## src/hw/rtl/ppp_pkg.sv

```systemverilog
`timescale 1ns / 1ps
`default_nettype none

package ppp_pkg;

    localparam int MAX_ITEMS  = 128;
    localparam int VALUE_BITS = 16;

    // widths fixed by the item fields
    localparam int FIELD_W = 16;
    localparam int SLOT_W  = 7;

    // value bits actually used
    localparam int VAL_W = (VALUE_BITS < FIELD_W) ? VALUE_BITS : FIELD_W;
    // trial divisor: covers sqrt of the largest value plus one odd step
    localparam int DIV_W = (VAL_W + 1) / 2 + 1;
    // running square of the divisor
    localparam int SQ_W = VAL_W + 2;
    // list counts hold 0 .. MAX_ITEMS
    localparam int CNT_W = $clog2(MAX_ITEMS + 1);
    // bit counter of the serial remainder unit
    localparam int BIT_CNT_W = $clog2(VAL_W + 1);

    typedef enum logic [1:0] {
        S_IDLE,
        S_CHECK,
        S_DIVIDE,
        S_DONE
    } t_seq_state;

    typedef struct packed {
        logic             start;
        logic [VAL_W-1:0] dividend;
        logic [DIV_W-1:0] divisor;
    } t_div_req;

    typedef struct packed {
        logic done;
        logic divisible;
    } t_div_rsp;

    function automatic logic [SLOT_W-1:0] to_slot(input logic [CNT_W-1:0] c);
        logic [31:0] t;
        t = 32'(c);
        return t[SLOT_W-1:0];
    endfunction

endpackage

`default_nettype wire

```

## src/hw/rtl/parity_prime_partitioner_top.sv

```systemverilog
`timescale 1ns / 1ps
`default_nettype none

// channel  | handshake                 | payload
// ---------+---------------------------+---------------------------------------------
// input    | i_in_valid / o_in_ready   | i_value, i_first
// output   | o_out_valid / i_out_ready | o_value_out, o_is_odd, o_is_prime,
//          |                           | o_parity_slot, o_prime_slot, o_list_full
//
// one item at a time; 0, 1 and even values are classed without any division
// odd values run one serial remainder per odd divisor d from 3 with d*d <= value,
// stopping early at the first divisor that leaves no remainder
// the next item is taken while a finished result waits in the output register
// synchronous active-low reset clears the counts and the sequencer

module parity_prime_partitioner_top (
    input  wire logic                          i_clk,
    input  wire logic                          i_rst_n,
    input  wire logic                          i_in_valid,
    output logic                               o_in_ready,
    input  wire logic [ppp_pkg::FIELD_W-1:0]   i_value,
    input  wire logic                          i_first,
    output logic                               o_out_valid,
    input  wire logic                          i_out_ready,
    output logic [ppp_pkg::FIELD_W-1:0]        o_value_out,
    output logic                               o_is_odd,
    output logic                               o_is_prime,
    output logic [ppp_pkg::SLOT_W-1:0]         o_parity_slot,
    output logic [ppp_pkg::SLOT_W-1:0]         o_prime_slot,
    output logic                               o_list_full
);
    import ppp_pkg::*;

    localparam logic [CNT_W-1:0] CNT_MAX = CNT_W'(MAX_ITEMS);

    t_div_req w_div_req;
    t_div_rsp w_div_rsp;

    logic             w_accept;
    logic             w_seq_idle;
    logic             w_seq_done;
    logic             w_prime;
    logic [VAL_W-1:0] w_value;
    logic             w_load;

    logic             r_first;
    logic [CNT_W-1:0] r_even_cnt;
    logic [CNT_W-1:0] r_odd_cnt;
    logic [CNT_W-1:0] r_prime_cnt;
    logic             r_out_valid;

    logic [FIELD_W-1:0] r_value_out;
    logic               r_is_odd;
    logic               r_is_prime;
    logic [SLOT_W-1:0]  r_parity_slot;
    logic [SLOT_W-1:0]  r_prime_slot;
    logic               r_list_full;

    logic [CNT_W-1:0] w_par_base, w_par_next, w_par_slot;
    logic [CNT_W-1:0] w_pr_base, w_pr_next, w_pr_slot;
    logic             w_par_full, w_pr_full;

    assign o_in_ready = w_seq_idle;
    assign w_accept   = i_in_valid && o_in_ready;
    assign w_load     = w_seq_done && (!r_out_valid || i_out_ready);

    ppp_prime_seq u_seq (
        .i_clk     (i_clk),
        .i_rst_n   (i_rst_n),
        .i_start   (w_accept),
        .i_value   (i_value[VAL_W-1:0]),
        .i_ack     (w_load),
        .o_idle    (w_seq_idle),
        .o_done    (w_seq_done),
        .o_prime   (w_prime),
        .o_value   (w_value),
        .o_div_req (w_div_req),
        .i_div_rsp (w_div_rsp)
    );

    ppp_rem_serial u_rem (
        .i_clk   (i_clk),
        .i_rst_n (i_rst_n),
        .i_req   (w_div_req),
        .o_rsp   (w_div_rsp)
    );

    // slot claim with saturation; a first item starts from empty lists
    always_comb begin
        if (r_first) begin
            w_par_base = '0;
            w_pr_base  = '0;
        end else begin
            w_par_base = w_value[0] ? r_odd_cnt : r_even_cnt;
            w_pr_base  = r_prime_cnt;
        end
        w_par_full = (w_par_base >= CNT_MAX);
        w_pr_full  = (w_pr_base >= CNT_MAX);
        w_par_slot = w_par_full ? CNT_MAX - 1'b1 : w_par_base;
        w_pr_slot  = w_pr_full ? CNT_MAX - 1'b1 : w_pr_base;
        w_par_next = w_par_full ? CNT_MAX : w_par_base + 1'b1;
        w_pr_next  = w_pr_full ? CNT_MAX : w_pr_base + 1'b1;
    end

    always_ff @(posedge i_clk) begin
        if (!i_rst_n) begin
            r_even_cnt  <= '0;
            r_odd_cnt   <= '0;
            r_prime_cnt <= '0;
            r_out_valid <= 1'b0;
        end else begin
            if (w_load) begin
                r_out_valid <= 1'b1;
                if (w_value[0]) begin
                    r_odd_cnt  <= w_par_next;
                    r_even_cnt <= r_first ? '0 : r_even_cnt;
                end else begin
                    r_even_cnt <= w_par_next;
                    r_odd_cnt  <= r_first ? '0 : r_odd_cnt;
                end
                if (w_prime) begin
                    r_prime_cnt <= w_pr_next;
                end else begin
                    r_prime_cnt <= r_first ? '0 : r_prime_cnt;
                end
            end else if (i_out_ready) begin
                r_out_valid <= 1'b0;
            end
        end
    end

    always_ff @(posedge i_clk) begin
        if (w_accept) begin
            r_first <= i_first;
        end
        if (w_load) begin
            r_value_out   <= FIELD_W'(w_value);
            r_is_odd      <= w_value[0];
            r_is_prime    <= w_prime;
            r_parity_slot <= to_slot(w_par_slot);
            r_prime_slot  <= w_prime ? to_slot(w_pr_slot) : '0;
            r_list_full   <= w_par_full || (w_prime && w_pr_full);
        end
    end

    assign o_out_valid   = r_out_valid;
    assign o_value_out   = r_value_out;
    assign o_is_odd      = r_is_odd;
    assign o_is_prime    = r_is_prime;
    assign o_parity_slot = r_parity_slot;
    assign o_prime_slot  = r_prime_slot;
    assign o_list_full   = r_list_full;

    a_counts_saturate: assert property (@(posedge i_clk) disable iff (!i_rst_n)
        r_even_cnt <= CNT_MAX && r_odd_cnt <= CNT_MAX && r_prime_cnt <= CNT_MAX)
        else $error("list count beyond its limit");

    a_no_accept_while_busy: assert property (@(posedge i_clk) disable iff (!i_rst_n)
        !(o_in_ready && w_seq_done))
        else $error("input ready while a result is pending");

    a_nonprime_slot_zero: assert property (@(posedge i_clk) disable iff (!i_rst_n)
        r_out_valid && !r_is_prime |-> r_prime_slot == '0)
        else $error("prime slot set for a non-prime item");

    a_prime_count_grows: assert property (@(posedge i_clk) disable iff (!i_rst_n)
        $past(w_load) && $past(w_prime) && !$past(r_first) && !$past(w_pr_full)
            |-> r_prime_cnt == $past(r_prime_cnt) + 1'b1)
        else $error("prime count did not advance");

endmodule

`default_nettype wire

```

## src/hw/rtl/ppp_rem_serial.sv

```systemverilog
`timescale 1ns / 1ps
`default_nettype none

module ppp_rem_serial (
    input  wire logic              i_clk,
    input  wire logic              i_rst_n,
    input  wire ppp_pkg::t_div_req i_req,
    output ppp_pkg::t_div_rsp      o_rsp
);
    import ppp_pkg::*;

    logic                 r_busy;
    logic                 r_done;
    logic [BIT_CNT_W-1:0] r_cnt;
    logic [VAL_W-1:0]     r_shift;
    logic [DIV_W-1:0]     r_rem;
    logic [DIV_W-1:0]     r_div;

    logic [DIV_W:0]   w_trial;
    logic [DIV_W-1:0] n_rem;

    // one dividend bit per cycle, msb first, restoring step
    always_comb begin
        w_trial = {r_rem, r_shift[VAL_W-1]};
        if (w_trial >= {1'b0, r_div}) begin
            w_trial = w_trial - {1'b0, r_div};
        end
        n_rem = w_trial[DIV_W-1:0];
    end

    always_ff @(posedge i_clk) begin
        if (!i_rst_n) begin
            r_busy <= 1'b0;
            r_done <= 1'b0;
            r_cnt  <= '0;
        end else begin
            r_done <= 1'b0;
            if (i_req.start) begin
                r_busy <= 1'b1;
                r_cnt  <= BIT_CNT_W'(VAL_W);
            end else if (r_busy) begin
                r_cnt <= r_cnt - 1'b1;
                if (r_cnt == BIT_CNT_W'(1)) begin
                    r_busy <= 1'b0;
                    r_done <= 1'b1;
                end
            end
        end
    end

    always_ff @(posedge i_clk) begin
        if (i_req.start) begin
            r_shift <= i_req.dividend;
            r_div   <= i_req.divisor;
            r_rem   <= '0;
        end else if (r_busy) begin
            r_shift <= {r_shift[VAL_W-2:0], 1'b0};
            r_rem   <= n_rem;
        end
    end

    assign o_rsp.done      = r_done;
    assign o_rsp.divisible = (r_rem == '0);

    a_rem_below_div: assert property (@(posedge i_clk) disable iff (!i_rst_n)
        r_busy && !$past(i_req.start) |-> r_rem < r_div)
        else $error("partial remainder not below divisor");

endmodule

`default_nettype wire

```

## src/hw/rtl/ppp_prime_seq.sv

```systemverilog
`timescale 1ns / 1ps
`default_nettype none

module ppp_prime_seq (
    input  wire logic                        i_clk,
    input  wire logic                        i_rst_n,
    input  wire logic                        i_start,
    input  wire logic [ppp_pkg::VAL_W-1:0]   i_value,
    input  wire logic                        i_ack,
    output logic                             o_idle,
    output logic                             o_done,
    output logic                             o_prime,
    output logic [ppp_pkg::VAL_W-1:0]        o_value,
    output ppp_pkg::t_div_req                o_div_req,
    input  wire ppp_pkg::t_div_rsp           i_div_rsp
);
    import ppp_pkg::*;

    t_seq_state       r_state, n_state;
    logic [VAL_W-1:0] r_value, n_value;
    logic [DIV_W-1:0] r_d, n_d;
    logic [SQ_W-1:0]  r_sq, n_sq;
    logic             r_prime, n_prime;

    always_ff @(posedge i_clk) begin
        if (!i_rst_n) begin
            r_state <= S_IDLE;
        end else begin
            r_state <= n_state;
        end
    end

    always_ff @(posedge i_clk) begin
        r_value <= n_value;
        r_d     <= n_d;
        r_sq    <= n_sq;
        r_prime <= n_prime;
    end

    always_comb begin
        n_state  = r_state;
        n_value  = r_value;
        n_d      = r_d;
        n_sq     = r_sq;
        n_prime  = r_prime;
        o_div_req.start    = 1'b0;
        o_div_req.dividend = r_value;
        o_div_req.divisor  = r_d;
        case (r_state)
            S_IDLE: begin
                if (i_start) begin
                    n_value = i_value;
                    n_d     = DIV_W'(3);
                    n_sq    = SQ_W'(9);
                    // values below two and even values other than two fall out at once
                    if (i_value < VAL_W'(2)) begin
                        n_prime = 1'b0;
                        n_state = S_DONE;
                    end else if (i_value == VAL_W'(2)) begin
                        n_prime = 1'b1;
                        n_state = S_DONE;
                    end else if (!i_value[0]) begin
                        n_prime = 1'b0;
                        n_state = S_DONE;
                    end else begin
                        n_state = S_CHECK;
                    end
                end
            end
            S_CHECK: begin
                if (r_sq > SQ_W'(r_value)) begin
                    n_prime = 1'b1;
                    n_state = S_DONE;
                end else begin
                    o_div_req.start = 1'b1;
                    n_state = S_DIVIDE;
                end
            end
            S_DIVIDE: begin
                if (i_div_rsp.done) begin
                    if (i_div_rsp.divisible) begin
                        n_prime = 1'b0;
                        n_state = S_DONE;
                    end else begin
                        // odd divisors only: (d+2)^2 = d^2 + 4d + 4
                        n_d     = r_d + DIV_W'(2);
                        n_sq    = r_sq + SQ_W'({r_d, 2'b00}) + SQ_W'(4);
                        n_state = S_CHECK;
                    end
                end
            end
            S_DONE: begin
                if (i_ack) begin
                    n_state = S_IDLE;
                end
            end
            default: begin
                n_state = S_IDLE;
            end
        endcase
    end

    assign o_idle  = (r_state == S_IDLE);
    assign o_done  = (r_state == S_DONE);
    assign o_prime = r_prime;
    assign o_value = r_value;

endmodule

`default_nettype wire

```

## config.mk

```make
export PLATFORM = sky130hd
export DESIGN_NAME = parity_prime_partitioner_top
export DESIGN_NICKNAME = d
export VERILOG_FILES = /design/src/hw/rtl/ppp_pkg.sv /design/src/hw/rtl/parity_prime_partitioner_top.sv /design/src/hw/rtl/ppp_rem_serial.sv /design/src/hw/rtl/ppp_prime_seq.sv
export SDC_FILE = /design/constraint.sdc
export NUM_CORES = 1
export LEC_CHECK = 0
export BUFFER_PORTS_ARGS = -buffer_cell sky130_fd_sc_hd__buf_2
export CAP_MARGIN = 20
export CELL_PAD_IN_SITES_DETAIL_PLACEMENT = 1
export CELL_PAD_IN_SITES_GLOBAL_PLACEMENT = 1
export CORE_MARGIN = 2
export CORE_UTILIZATION = 30
export DETAILED_ROUTE_END_ITERATION = 10
export HOLD_SLACK_MARGIN = 0.05
export PLACE_DENSITY_LB_ADDON = 0.1
export SETUP_SLACK_MARGIN = 0.5
export SYNTH_ARGS = -nofsm -noshare
export SYNTH_HDL_FRONTEND = slang
export SYNTH_HIERARCHICAL = 1
export SYNTH_SLANG_ARGS = --single-unit
```

## constraint.sdc

```tcl
create_clock -name i_clk -period 3.5 [get_ports i_clk]
set_input_delay 0.525 -clock i_clk [delete_from_list [all_inputs] [get_ports i_clk]]
set_output_delay 0.525 -clock i_clk [all_outputs]
set_load 0.005 [all_outputs]
```

# --- After elaboration in Yosys (flattened, before gate mapping) ---
# Index checks and enable logic that the tools add are counted.
op_classes:
  addsub: 7
  magnitude_cmp: 5
  n_eq_ne: 13
  n_mux: 48
  bitwise_logic: 2
  n_reduce_logical: 21
ops:
  columns: ["op", "n"]
  rows:
  - ["two-way mux 8 bit", 9]
  - ["two-way mux 18 bit", 3]
  - ["two-way mux 9 bit", 4]
  - ["one-hot mux 18 bit (2 select lines)", 1]
  - ["two-way mux 16 bit", 2]
  - ["adder 18 x 11 -> 18 bit", 1]
  - ["adder 18 x 3 -> 18 bit, second input constant", 1]
  - ["greater-than comparator 18 x 16 -> 1 bit", 1]
  - ["one-hot mux 9 bit (2 select lines)", 1]
  - ["adder 8 x 1 -> 8 bit, second input constant", 2]
  - ["== test 16 x 2 -> 1 bit, second input constant", 1]
  - ["greater-or-equal comparator 8 bit, second input constant", 2]
  - ["< comparator 16 x 2 -> 1 bit, second input constant", 1]
  - ["two-way mux 1 bit", 16]
  - ["two-way mux 2 bit", 7]
  - ["greater-or-equal comparator 10 x 9 -> 1 bit", 1]
  - ["two-way mux 5 bit", 2]
  - ["!= test 2 x 1 -> 1 bit, second input constant", 5]
  - ["adder 9 x 2 -> 9 bit, second input constant", 1]
  - ["logical NOT 9 bit", 1]
  - ["subtractor 9 bit", 1]
  - ["one-hot mux 2 bit (4 select lines)", 1]
  - ["nonzero test 2 bit", 4]
  - ["two-way mux 7 bit", 1]
  - ["19 further kinds", 27]
totals:
  regBits: 146
  inputBits: 21
  out_inout_bits: 35
  wordCells: 119

# --- Depth between registers and ports, before layout ---
# Gate-level depths: netlist (run 1).
depth:
  depth_word: 5
  mapped_depth: 11

# --- Hierarchy ---
# Netlist (run 1), hierarchy kept.
by_module_without_submodules:
  columns: ["mod", "n_inst", "cells_each", "area_per_inst_um2", "seq_area_each_um2"]
  rows:
  - ["ppp_prime_seq", 1, 256, 2800.2, 1241.2]
  - ["parity_prime_partitioner_top", 1, 250, 2702.6, 1491.4]
  - ["ppp_rem_serial", 1, 189, 2170.8, 1071.0]

# --- Least setup slack after synthesis (run 1) ---
# Ideal clock, no wire load.
synth_path:
  path_kind: "register -> register"
  start: "register u_seq.r_value[11], in the netlist u_seq/o_value[11]"
  end: "register u_rem.r_shift[0], enable pin"
  arrival_ns: 2.895
  t_required_ns: 3.128
  path_slack_ns: 0.233
  path_stages_with_launch: 10
  period_less_slack_ns: 3.267
  path_cell_list: "edfxtp_1 > inv_1 > ha_1 > a21o_1 > a21o_1 > a2111o_1 > o32ai_2 > clkbuf_1 > clkinv_1 > nand2_1"
synth_lines:
  columns: ["element", "line", "source"]
  rows:
  - ["from (decl)", "ppp_prime_seq.sv:20", "logic [VAL_W-1:0] r_value, n_value;"]
  - ["from (signal assigned)", "ppp_prime_seq.sv:34", "r_value <= n_value;"]
  - ["to (signal assigned)", "ppp_rem_serial.sv:53", "r_shift <= i_req.dividend;"]
  - ["to (signal assigned)", "ppp_rem_serial.sv:57", "r_shift <= {r_shift[VAL_W-2:0], 1'b0};"]
  - ["to (decl)", "ppp_rem_serial.sv:15", "logic [VAL_W-1:0] r_shift;"]

==> results of run 1 <==
report_power, final:
group | total, µW | internal [µW] | switching, µW | leakage [µW]
Clock | 1910 | 1090 | 825 | 0.000300
Combinational | 2990 | 1260 | 1730 | 0.00182
Sequential | 2820 | 2420 | 401 | 0.00127
worst max path at each step:
stage / start / to / slack [ps] / cells after the start
after global placement: u_seq/o_value[11] / u_rem/r_rem[8] / 580 / 10
after CTS: u_seq/o_value[11] / u_rem/r_rem[8] / 620 / 10
after floorplan: u_seq/o_value[11] / u_rem/r_rem[8] / 450 / 10
after global routing: u_rem/r_shift[15] / u_rem/r_rem[6] / 530 / 10
after detailed placement: u_seq/o_value[11] / u_rem/r_shift[6] / 480 / 8
final: u_seq/o_value[11] / u_rem/r_shift[4] / 650 / 8
kinds of logic (layout without fill, tap and decap cells):
kind of cell             count (synthesis)  in the layout  share of synthesized area, %
buffers and inverters                   88            143                         5.511
AO/OA/AOI/OAI                          144            144                         14.35
other                                    1              1                       0.04887
multiplexers                            31             31                         4.288
flip-flops                             141            141                         49.57
adder cells (fa/ha/maj)                 51             51                         8.511
AND/OR/NAND/NOR                        218            218                         15.33
XOR/XNOR                                21             21                         2.397
metal layers:
layer | vias up | global-route usage [%]
li1 | 2655 | -
met1 | 2687 | 19.49
met2 | 73 | 25.88
met3 | 14 | 2.980
met4 | 0 | 4.864
met5 | - | 0
synth_stat cells, drive strengths merged, types with 9 or more instances:
| cell | instances |
|---|---|
| a21o | 13 |
| and3 | 9 |
| nor2b | 14 |
| and2 | 21 |
| nand4 | 15 |
| ha | 49 |
| buf | 27 |
| nand3 | 23 |
| nor2 | 44 |
| a21boi | 10 |
| a211oi | 16 |
| clkbuf | 16 |
| inv | 43 |
| mux2 | 15 |
| edfxtp | 98 |
| o21ai | 18 |
| mux2i | 16 |
| nand2 | 42 |
| o211ai | 11 |
| dfxtp | 43 |
| xnor2 | 13 |
| a21oi | 31 |
what timing repair did:
item	4_1_cts	5_1_grt
setup endpoints to repair	17	1
buffers inserted	0	0
resized for setup	1	1
pin swaps	0	0
hold endpoints to repair	0	0
hold buffers	0	0
cloned	0	0
per-stage QoR:
| step | total power (µW) | setup slack (ps) | instances |
|---|---|---|---|
| 6_report | 7719 | 654.5 | 1080 |
| 3_3_place_gp | 5781 | 581.5 | 1047 |
| 2_1_floorplan | 5024 | 451.4 | 695 |
| 4_1_cts | 7814 | 615.9 | 1079 |
| 3_5_place_dp | 5846 | 483.0 | 1047 |
| 5_1_grt | 8315 | 527.3 | 1080 |
layout make-up:
class	count	share of cell area, %
inverters	45	1.938
well taps	330	4.668
clock buffers	17	4.809
flip-flops and latches	141	43.00
multi-input cells	466	39.17
repair buffers	66	4.272
clock inverters	15	2.150
sequential cells by signal, summed over array words and instances, names as in the netlist, 8 cells and up:
| register | count |
|---|---|
| u_rem/r_shift | 16 |
| u_seq/r_d | 8 |
| r_prime_cnt | 8 |
| u_rem/r_rem | 9 |
| o_value_out | 16 |
| r_even_cnt | 8 |
| u_rem/r_div | 9 |
| u_seq/r_sq | 15 |
| r_odd_cnt | 8 |
| u_seq/o_value | 16 |
==> impl_metrics.yaml, run 1 <==
outcome:
  status: "finished, final reports clean"
hold_path:
  min_path_cells: 1
  holdPathEnd: "u_seq/o_value[9]"
  min_path_type: "in -> reg"
  min_from: "i_value[9]"
routing:
  wl_met2_um: 9491
  dr_total_vias: 5429
  avgViaCountPerCell: 5.027
  antenna_left: 0
  drt_iter0_markers: 246
  wl_um: 19410
  drc: 0
  wl_met1_um: 9065
  firstDrtPassIters: 4
  wl_met3_um: 631
  highest_layer: "met4"
  wl_per_cell_um: 17.97
yosys:
  post_synth.cell_area_avg_um2: 11.04
  synth_area_um2: 7674
  ys_warn_count: 6
  ys_top_cells_by_area: "edfxtp_1, dfxtp_1, ha_1, mux2_2, nor2_1"
  yosysSeqAreaShare_pct: 49.57
  synth_edf_count: 98
  yosys_register_bits: 141
  synth_cell_types: 80
  ys_async_sr_fraction_pct: 0
  synth_top_area_cell: "edfxtp_1"
  synth_top_flop_cell: "edfxtp_1"
  yosysTopAreaCellShare_pct: 38.35
  synth_fp_nets: 767
  synth_cells: 695
grt:
  antenna_found_initial: 0
  grt_pass1_vias: 5730
  overflow: 0
  grt_usage_pct: 15.23
  grt_pass1_wl_um: 31440
  grt_max_degree: 33
finish:
  design_area_um2: 8846
  utilization_pct: 35.13
  num_antenna_cells: 0
  seq_area_um2: 3804
  final_nets: 809
  drive_gt1_share_pct: 18.27
  final_common_cell: "edfxtp_1"
  area_delta_synth_final_pct: 15.28
  nFillCells: 2773
  layout_common_cells: "edfxtp_1, buf_2, ha_1"
  multi_input_area_um2: 3465
clock_network:
  cts_tree: "done"
  clock_latency_ps: 450
  cts_buffer_depth: 2
  numCtsBuffers: 17
  clk_pin_slew_worst_paths_ps: 70
  htreeDepth: 4
  cts_root_buffer: "clkbuf_16"
  clock_sinks: 141
placed_design:
  numPortBuffers: 55
  dpl_cell_area_um2: 8200
  globalplace.congestion: 0.7695
  dp_hpwl_um: 14110
sta:
  rsz0062_at_grt: "false"
  relSlewSlack_pct: 43.57
  fin_tns_setup_ps: 0
  fin_skew_ps: 29.74
  min_period_ps: 2845
  fmax_ghz: 0.3514
  hold_viol_final: 0
  slew_viol_final: 0
  whs_ps: 264.9
  finalCritPeriodShare_pct: 81.30
  report.final.setup_viol: 0
  tightest_slew_ps: 846.5
power_and_ir_drop:
  p_leak_uw: 0.003390
  vdd_drop_max_mv: 0.3680
  power_density_nw_per_um2: 872.6
setup_path:
  crit_required_ps: 3700
  crit_family: "compound AO/OA/AOI/OAI gates"
  endpoint_kind: "flip-flop"
  worstPathCellList: "inv_1 > ha_1 > a21o_1 > a21o_1 > a2111o_1 > o32ai_4 > buf_4 > mux2_2"
  cp_common_cell: "a21o_1"
  rr_endpoint: "u_rem/r_shift[4]"
  r2r-start: "u_seq/o_value[11]"
  critical_path.slowest_cell: "a2111o_1"
  critPathLaunchType: "flip-flop"
  r2r_setup_slack_ps: 650
  crit_buf_inv: 2
  worstSetupPathType: "reg -> reg"
  critPathMaxStageDelay_ps: 450
  ff2ff_path_depth: 8
  crit_arrival_ps: 3050
  worstPathMaxFanout: 17
die:
  core_um2: 25180
  die_w_um: 163.9
  fp-row-count: 58
  initial_core_util_pct: 30.47
  dieArea_um2: 26870
  die_h_um: 163.9
  io_pins: 56
flow_run:
  drv_cap: 0
(Power assumes the default switching activity.)
==> run 2: changes to the inputs <==
- clock period: 3.5 -> 2.7 ns (I/O delays scaled with it)
==> run 2 against run 1 <==
Against the previous run: critical path depth grew 1; utilization grew 3.8 points; sequential power grew 27%; final area grew 11%; count of clock-buffer cells in the layout is the same; largest cell class is now multi-input combinational cells; largest power group unchanged.
==> impl_metrics.yaml, run 2 (synthesis results as in run 1) <==
sta:
  fin_skew_ps: 13.87
  slew_viol_final: 0
  report.final.setup_viol: 0
  tightest_slew_ps: 771.9
  rsz0062_at_grt: "true"
  finalCritPeriodShare_pct: 96.25
  hold_viol_final: 0
  fmax_ghz: 0.3848
  relSlewSlack_pct: 48.32
  min_period_ps: 2599
  worst_slack_ps: 101.2
grt:
  grt_max_degree: 33
  overflow: 0
  grt_pass1_wl_um: 33100
  grt_usage_pct: 16.14
  grt_pass1_vias: 6018
  antenna_found_initial: 0
clock_network:
  cts_tree: "done"
  cts_root_buffer: "clkbuf_16"
  cts_buffer_depth: 2
  numCtsBuffers: 17
  clock_sinks: 141
  clock_latency_ps: 440
  clk_pin_slew_worst_paths_ps: 80
  htreeDepth: 4
routing:
  highest_layer: "met4"
  wl_met1_um: 9527
  avgViaCountPerCell: 4.992
  dr_total_vias: 5641
  antenna_left: 0
  wl_met2_um: 10510
  wl_um: 20740
  drt_iter0_markers: 212
  wl_met3_um: 535
  wl_per_cell_um: 18.36
  drc: 0
  firstDrtPassIters: 6
setup_path:
  cp_common_cell: "a21o_1"
  worstSetupPathType: "reg -> reg"
  critPathMaxStageDelay_ps: 410
  critical_path.slowest_cell: "a2111o_1"
  crit_arrival_ps: 2920
  crit_family: "compound AO/OA/AOI/OAI gates"
  critPathLaunchType: "flip-flop"
  endpoint_kind: "flip-flop"
  worstPathCellList: "ha_1 > a21o_1 > a21o_1 > a2111o_1 > o32ai_4 > buf_6 > clkinv_8 > and3_4 > or3_1"
  crit_required_ps: 3020
  crit_buf_inv: 2
  worstPathMaxFanout: 7
finish:
  finalNonFillerCells: 1130
  nFillCells: 2742
  num_antenna_cells: 0
  drive_gt1_share_pct: 31.87
  design_area_um2: 9804
  final_nets: 859
  layout_common_cells: "edfxtp_1, buf_2, buf_4"
  seq_area_um2: 3804
  multi_input_area_um2: 3970
  area_delta_synth_final_pct: 27.77
  final_common_cell: "edfxtp_1"
  utilization_pct: 38.93
die:
  fp-row-count: 58
  initial_core_util_pct: 30.47
  dieArea_um2: 26870
  die_w_um: 163.9
  io_pins: 56
  die_h_um: 163.9
  core_um2: 25180
hold_path:
  min_path_type: "in -> reg"
placed_design:
  dpl_cell_area_um2: 8516
  dp_hpwl_um: 14550
  numPortBuffers: 55
  place_inst: 1066
  globalplace.congestion: 0.8378
  dp_slack_ps: 49.75
power_and_ir_drop:
  vdd_drop_max_mv: 0.7133
  power_density_nw_per_um2: 1184
  p_total_uw: 11610
  p_leak_uw: 0.003671
flow_run:
  drv_cap: 0
outcome:
  status: "finished, final reports clean"
## run 2: cell types whose count changed in the layout (fill, tap and decap cells not counted), moves of 5 or more
| cell | previous run | this run |
|---|---|---|
| a21oi_2 | 2 | 9 |
| a21oi_1 | 29 | 22 |
| a211oi_2 | 1 | 8 |
| a211oi_1 | 13 | 4 |
| ha_4 | 0 | 13 |
| nor2_1 | 44 | 39 |
| ha_1 | 49 | 34 |
| mux2i_1 | 16 | 10 |
| buf_6 | 0 | 9 |
| mux2i_2 | 0 | 5 |
| buf_4 | 10 | 45 |
## run 2: what timing repair did
| action | 4_1_cts | 5_1_grt |
|---|---|---|
| hold buffers | 0 | 0 |
| pin swaps | 21 | 9 |
| resized for setup | 46 | 38 |
| gates cloned | 2 | 0 |
| setup buffers | 17 | 13 |
| endpoints found under the setup margin | 68 | 78 |
## run 2: through the flow
stage | TNS (ps) | hold WS (ps)
2_1_floorplan | -2130 | 444.4
3_3_place_gp | 0 | 459.7
3_5_place_dp | 0 | 473.6
4_1_cts | 0 | 132.0
5_1_grt | 0 | 129.9
6_report | 0 | 153.1
## run 2: area by class of cell
| cell class | instances | area share [%] |
|---|---|---|
| Timing Repair Buffer | 115 | 8.538 |
| Clock buffer | 17 | 4.339 |
| Tap cell | 330 | 4.211 |
| Inverter | 45 | 1.889 |
| Clock inverter | 15 | 1.736 |
| Sequential cell | 141 | 38.80 |
| Multi-Input combinational cell | 467 | 40.49 |
## run 2: layer usage
| metal | vias to the layer above | track usage, % |
|---|---|---|
| met4 | 0 | 3.947 |
| met5 | - | 0 |
| li1 | 2755 | - |
| met2 | 68 | 27.86 |
| met3 | 16 | 3.561 |
| met1 | 2802 | 20.51 |
## run 2: worst paths after layout
check / slack (ps) / cells past startpoint / startpoint / to
worst max register to register: 100 / 9 / u_seq/r_sq[11] / u_rem/r_rem[8]
worst min register to register: 490 / 0 / u_seq/o_value[14] / o_value_out[14]
worst max-delay path: 100 / 9 / u_seq/r_sq[11] / u_rem/r_rem[8]
worst min-delay path: 150 / 1 / i_value[6] / u_seq/o_value[6]
## run 2: where the power goes
part	total, µW	switching (µW)	internal, µW	leakage, µW
combinational	5640	2970	2670	0.00212
sequential	3590	466	3130	0.00127
clock	2370	1130	1250	0.000288
## run 2: worst register-to-register path: stages, from the launching register on
cell and delay [ps]:
edfxtp_1 400, ha_1 320, a21o_1 160, a21o_1 180
a2111o_1 410, o32ai_4 260, buf_6 180, clkinv_8 70
and3_4 170, or3_1 330
==> run 3: changes to the inputs <==
- CORE_UTILIZATION: 30 -> 49
==> run 3 against run 2 <==
Against the previous run: the run now ends with setup timing left; routed wire length increased by 23%; sequential share of layout area about the same; die area is 38% lower; utilization up 25 points; via count is 11% higher; critical path depth rose by 2; sequential power is 2% higher; critical endpoint unchanged; largest cell class unchanged.
==> impl_metrics.yaml, run 3 (synthesis results as in run 1) <==
die:
  io_pins: 56
  initial_core_util_pct: 50.29
  core_um2: 15260
  die_h_um: 129.1
  die_w_um: 129.1
  dieArea_um2: 16680
  fp-row-count: 45
power_and_ir_drop:
  vdd_drop_max_mv: 1.213
  power_density_nw_per_um2: 1253
  p_leak_uw: 0.003800
setup_path:
  worstPathMaxFanout: 7
  crit_buf_inv: 4
  crit_family: "compound AO/OA/AOI/OAI gates"
  critical_path.slowest_cell: "a2111o_1"
  endpoint_kind: "flip-flop"
  worstSetupPathType: "reg -> reg"
  crit_arrival_ps: 3080
  crit_required_ps: 3020
  critPathLaunchType: "flip-flop"
  worstPathCellList: "inv_2 > ha_4 > a2111o_1 > a2111o_1 > o32ai_4 > buf_12 > buf_12 > clkinv_8 > nand2_8 > a2111oi_2 > or3_1"
  critPathMaxStageDelay_ps: 420
clock_network:
  cts_buffer_depth: 2
  ctsHoldBuffers: 0
  cts_tree: "done"
  clock_sinks: 141
  numCtsBuffers: 17
  cts_root_buffer: "clkbuf_16"
  htreeDepth: 4
  clk_pin_slew_worst_paths_ps: 60
  clock_latency_ps: 440
outcome:
  violations: "setup timing"
  status: "finished with violations"
finish:
  drive_gt1_share_pct: 31.37
  utilization_pct: 64.22
  final_nets: 875
  area_delta_synth_final_pct: 27.70
  design_area_um2: 9799
  layout_common_cells: "edfxtp_1, buf_4, buf_2"
  nFillCells: 1547
  final_common_cell: "edfxtp_1"
flow_run:
  drv_cap: 0
grt:
  grt_max_degree: 33
  grt_pass1_vias: 6622
  grt_usage_pct: 29.88
  overflow: 0
  antenna_found_initial: 1
  grt_pass1_wl_um: 37460
routing:
  drt_iter0_markers: 628
  drc: 0
  firstDrtPassIters: 5
  antenna_left: 0
  dr_total_vias: 6258
  avgViaCountPerCell: 6.088
  wl_um: 25520
  wl_per_cell_um: 24.83
sta:
  hold_viol_final: 0
  rsz0062_at_grt: "true"
  tightest_slew_ps: 774.3
  min_period_ps: 2759
  slew_viol_final: 0
  report.final.setup_viol: 16
  finalCritPeriodShare_pct: 102.2
  fin_skew_ps: 11.58
  fmax_ghz: 0.3625
  worst_slack_ps: -58.93
  relSlewSlack_pct: 48.16
placed_design:
  numPortBuffers: 55
  dp_hpwl_um: 14630
  globalplace.congestion: 0.8700
  dpl_cell_area_um2: 8389
hold_path:
  min_path_type: "in -> reg"
[run 3: changes by cell type in the layout (fill, tap and decap cells not counted), moves of 3 or more]
cell,delta
mux2_2,-13
mux2_4,+13
buf_4,+12
a211oi_1,+6
a211oi_2,-6
clkbuf_1,+5
clkinv_2,+5
inv_6,-5
clkinv_8,-4
inv_8,-4
mux2i_1,+3
mux2i_2,-3
[run 3: final cells by class]
| type | count | area (µm²) | area share (%) |
|---|---|---|---|
| flip-flops and latches | 141 | 3804 | 38.82 |
| multi-input cells | 467 | 4003 | 40.85 |
| inverters | 45 | 185.2 | 1.890 |
| repair buffers | 131 | 987.2 | 10.07 |
| well taps | 211 | 264.0 | 2.694 |
| clock buffers | 26 | 521.8 | 5.324 |
| diodes | 1 | 2.502 | 0.02554 |
| clock inverters | 6 | 32.53 | 0.3320 |
[run 3: power breakdown]
part / switching, µW / leakage (µW) / internal [µW]
registers: 513 / 0.00127 / 3140
logic: 3390 / 0.00226 / 2960
clock network: 956 / 0.000274 / 1330
[run 3: final timing paths]
path	start	end	slack, ps	cells after the start
worst max-delay path	u_seq/o_value[15]	u_rem/r_rem[8]	-60	11
worst min-delay path	i_first	r_first	150	1
worst max register to register	u_seq/o_value[15]	u_rem/r_rem[8]	-60	11
worst min register to register	r_even_cnt[5]	r_even_cnt[5]	500	2
[run 3: what timing repair did]
item                       4_1_cts  5_1_grt
gates resized for setup         48       41
buffers inserted                29       13
setup endpoints to repair       71      102
gates cloned                     3        0
pin swaps                       17        6
[run 3: per-stage QoR]
stage	hold WS [ps]	cells	setup TNS, ps	power, µW	setup WS [ps]
3_3_place_gp	466.1	950	0	7739	42.49
6_report	148.3	1028	-403.8	12280	-58.93
2_1_floorplan	444.4	695	-2130	6803	-163.8
4_1_cts	141.6	1014	0	11310	27.04
3_5_place_dp	479.9	950	-298.7	8067	-53.07
5_1_grt	141.2	1027	-760.4	12870	-78.72
[run 3: routing by layer]
| metal | global-route usage, % | wire length (µm) |
|---|---|---|
| met1 | 38.06 | 10500 |
| met2 | 50.71 | 13160 |
| met3 | 5.285 | 1157 |
| met4 | 11.83 | 708 |
| met5 | 0 | 0 |
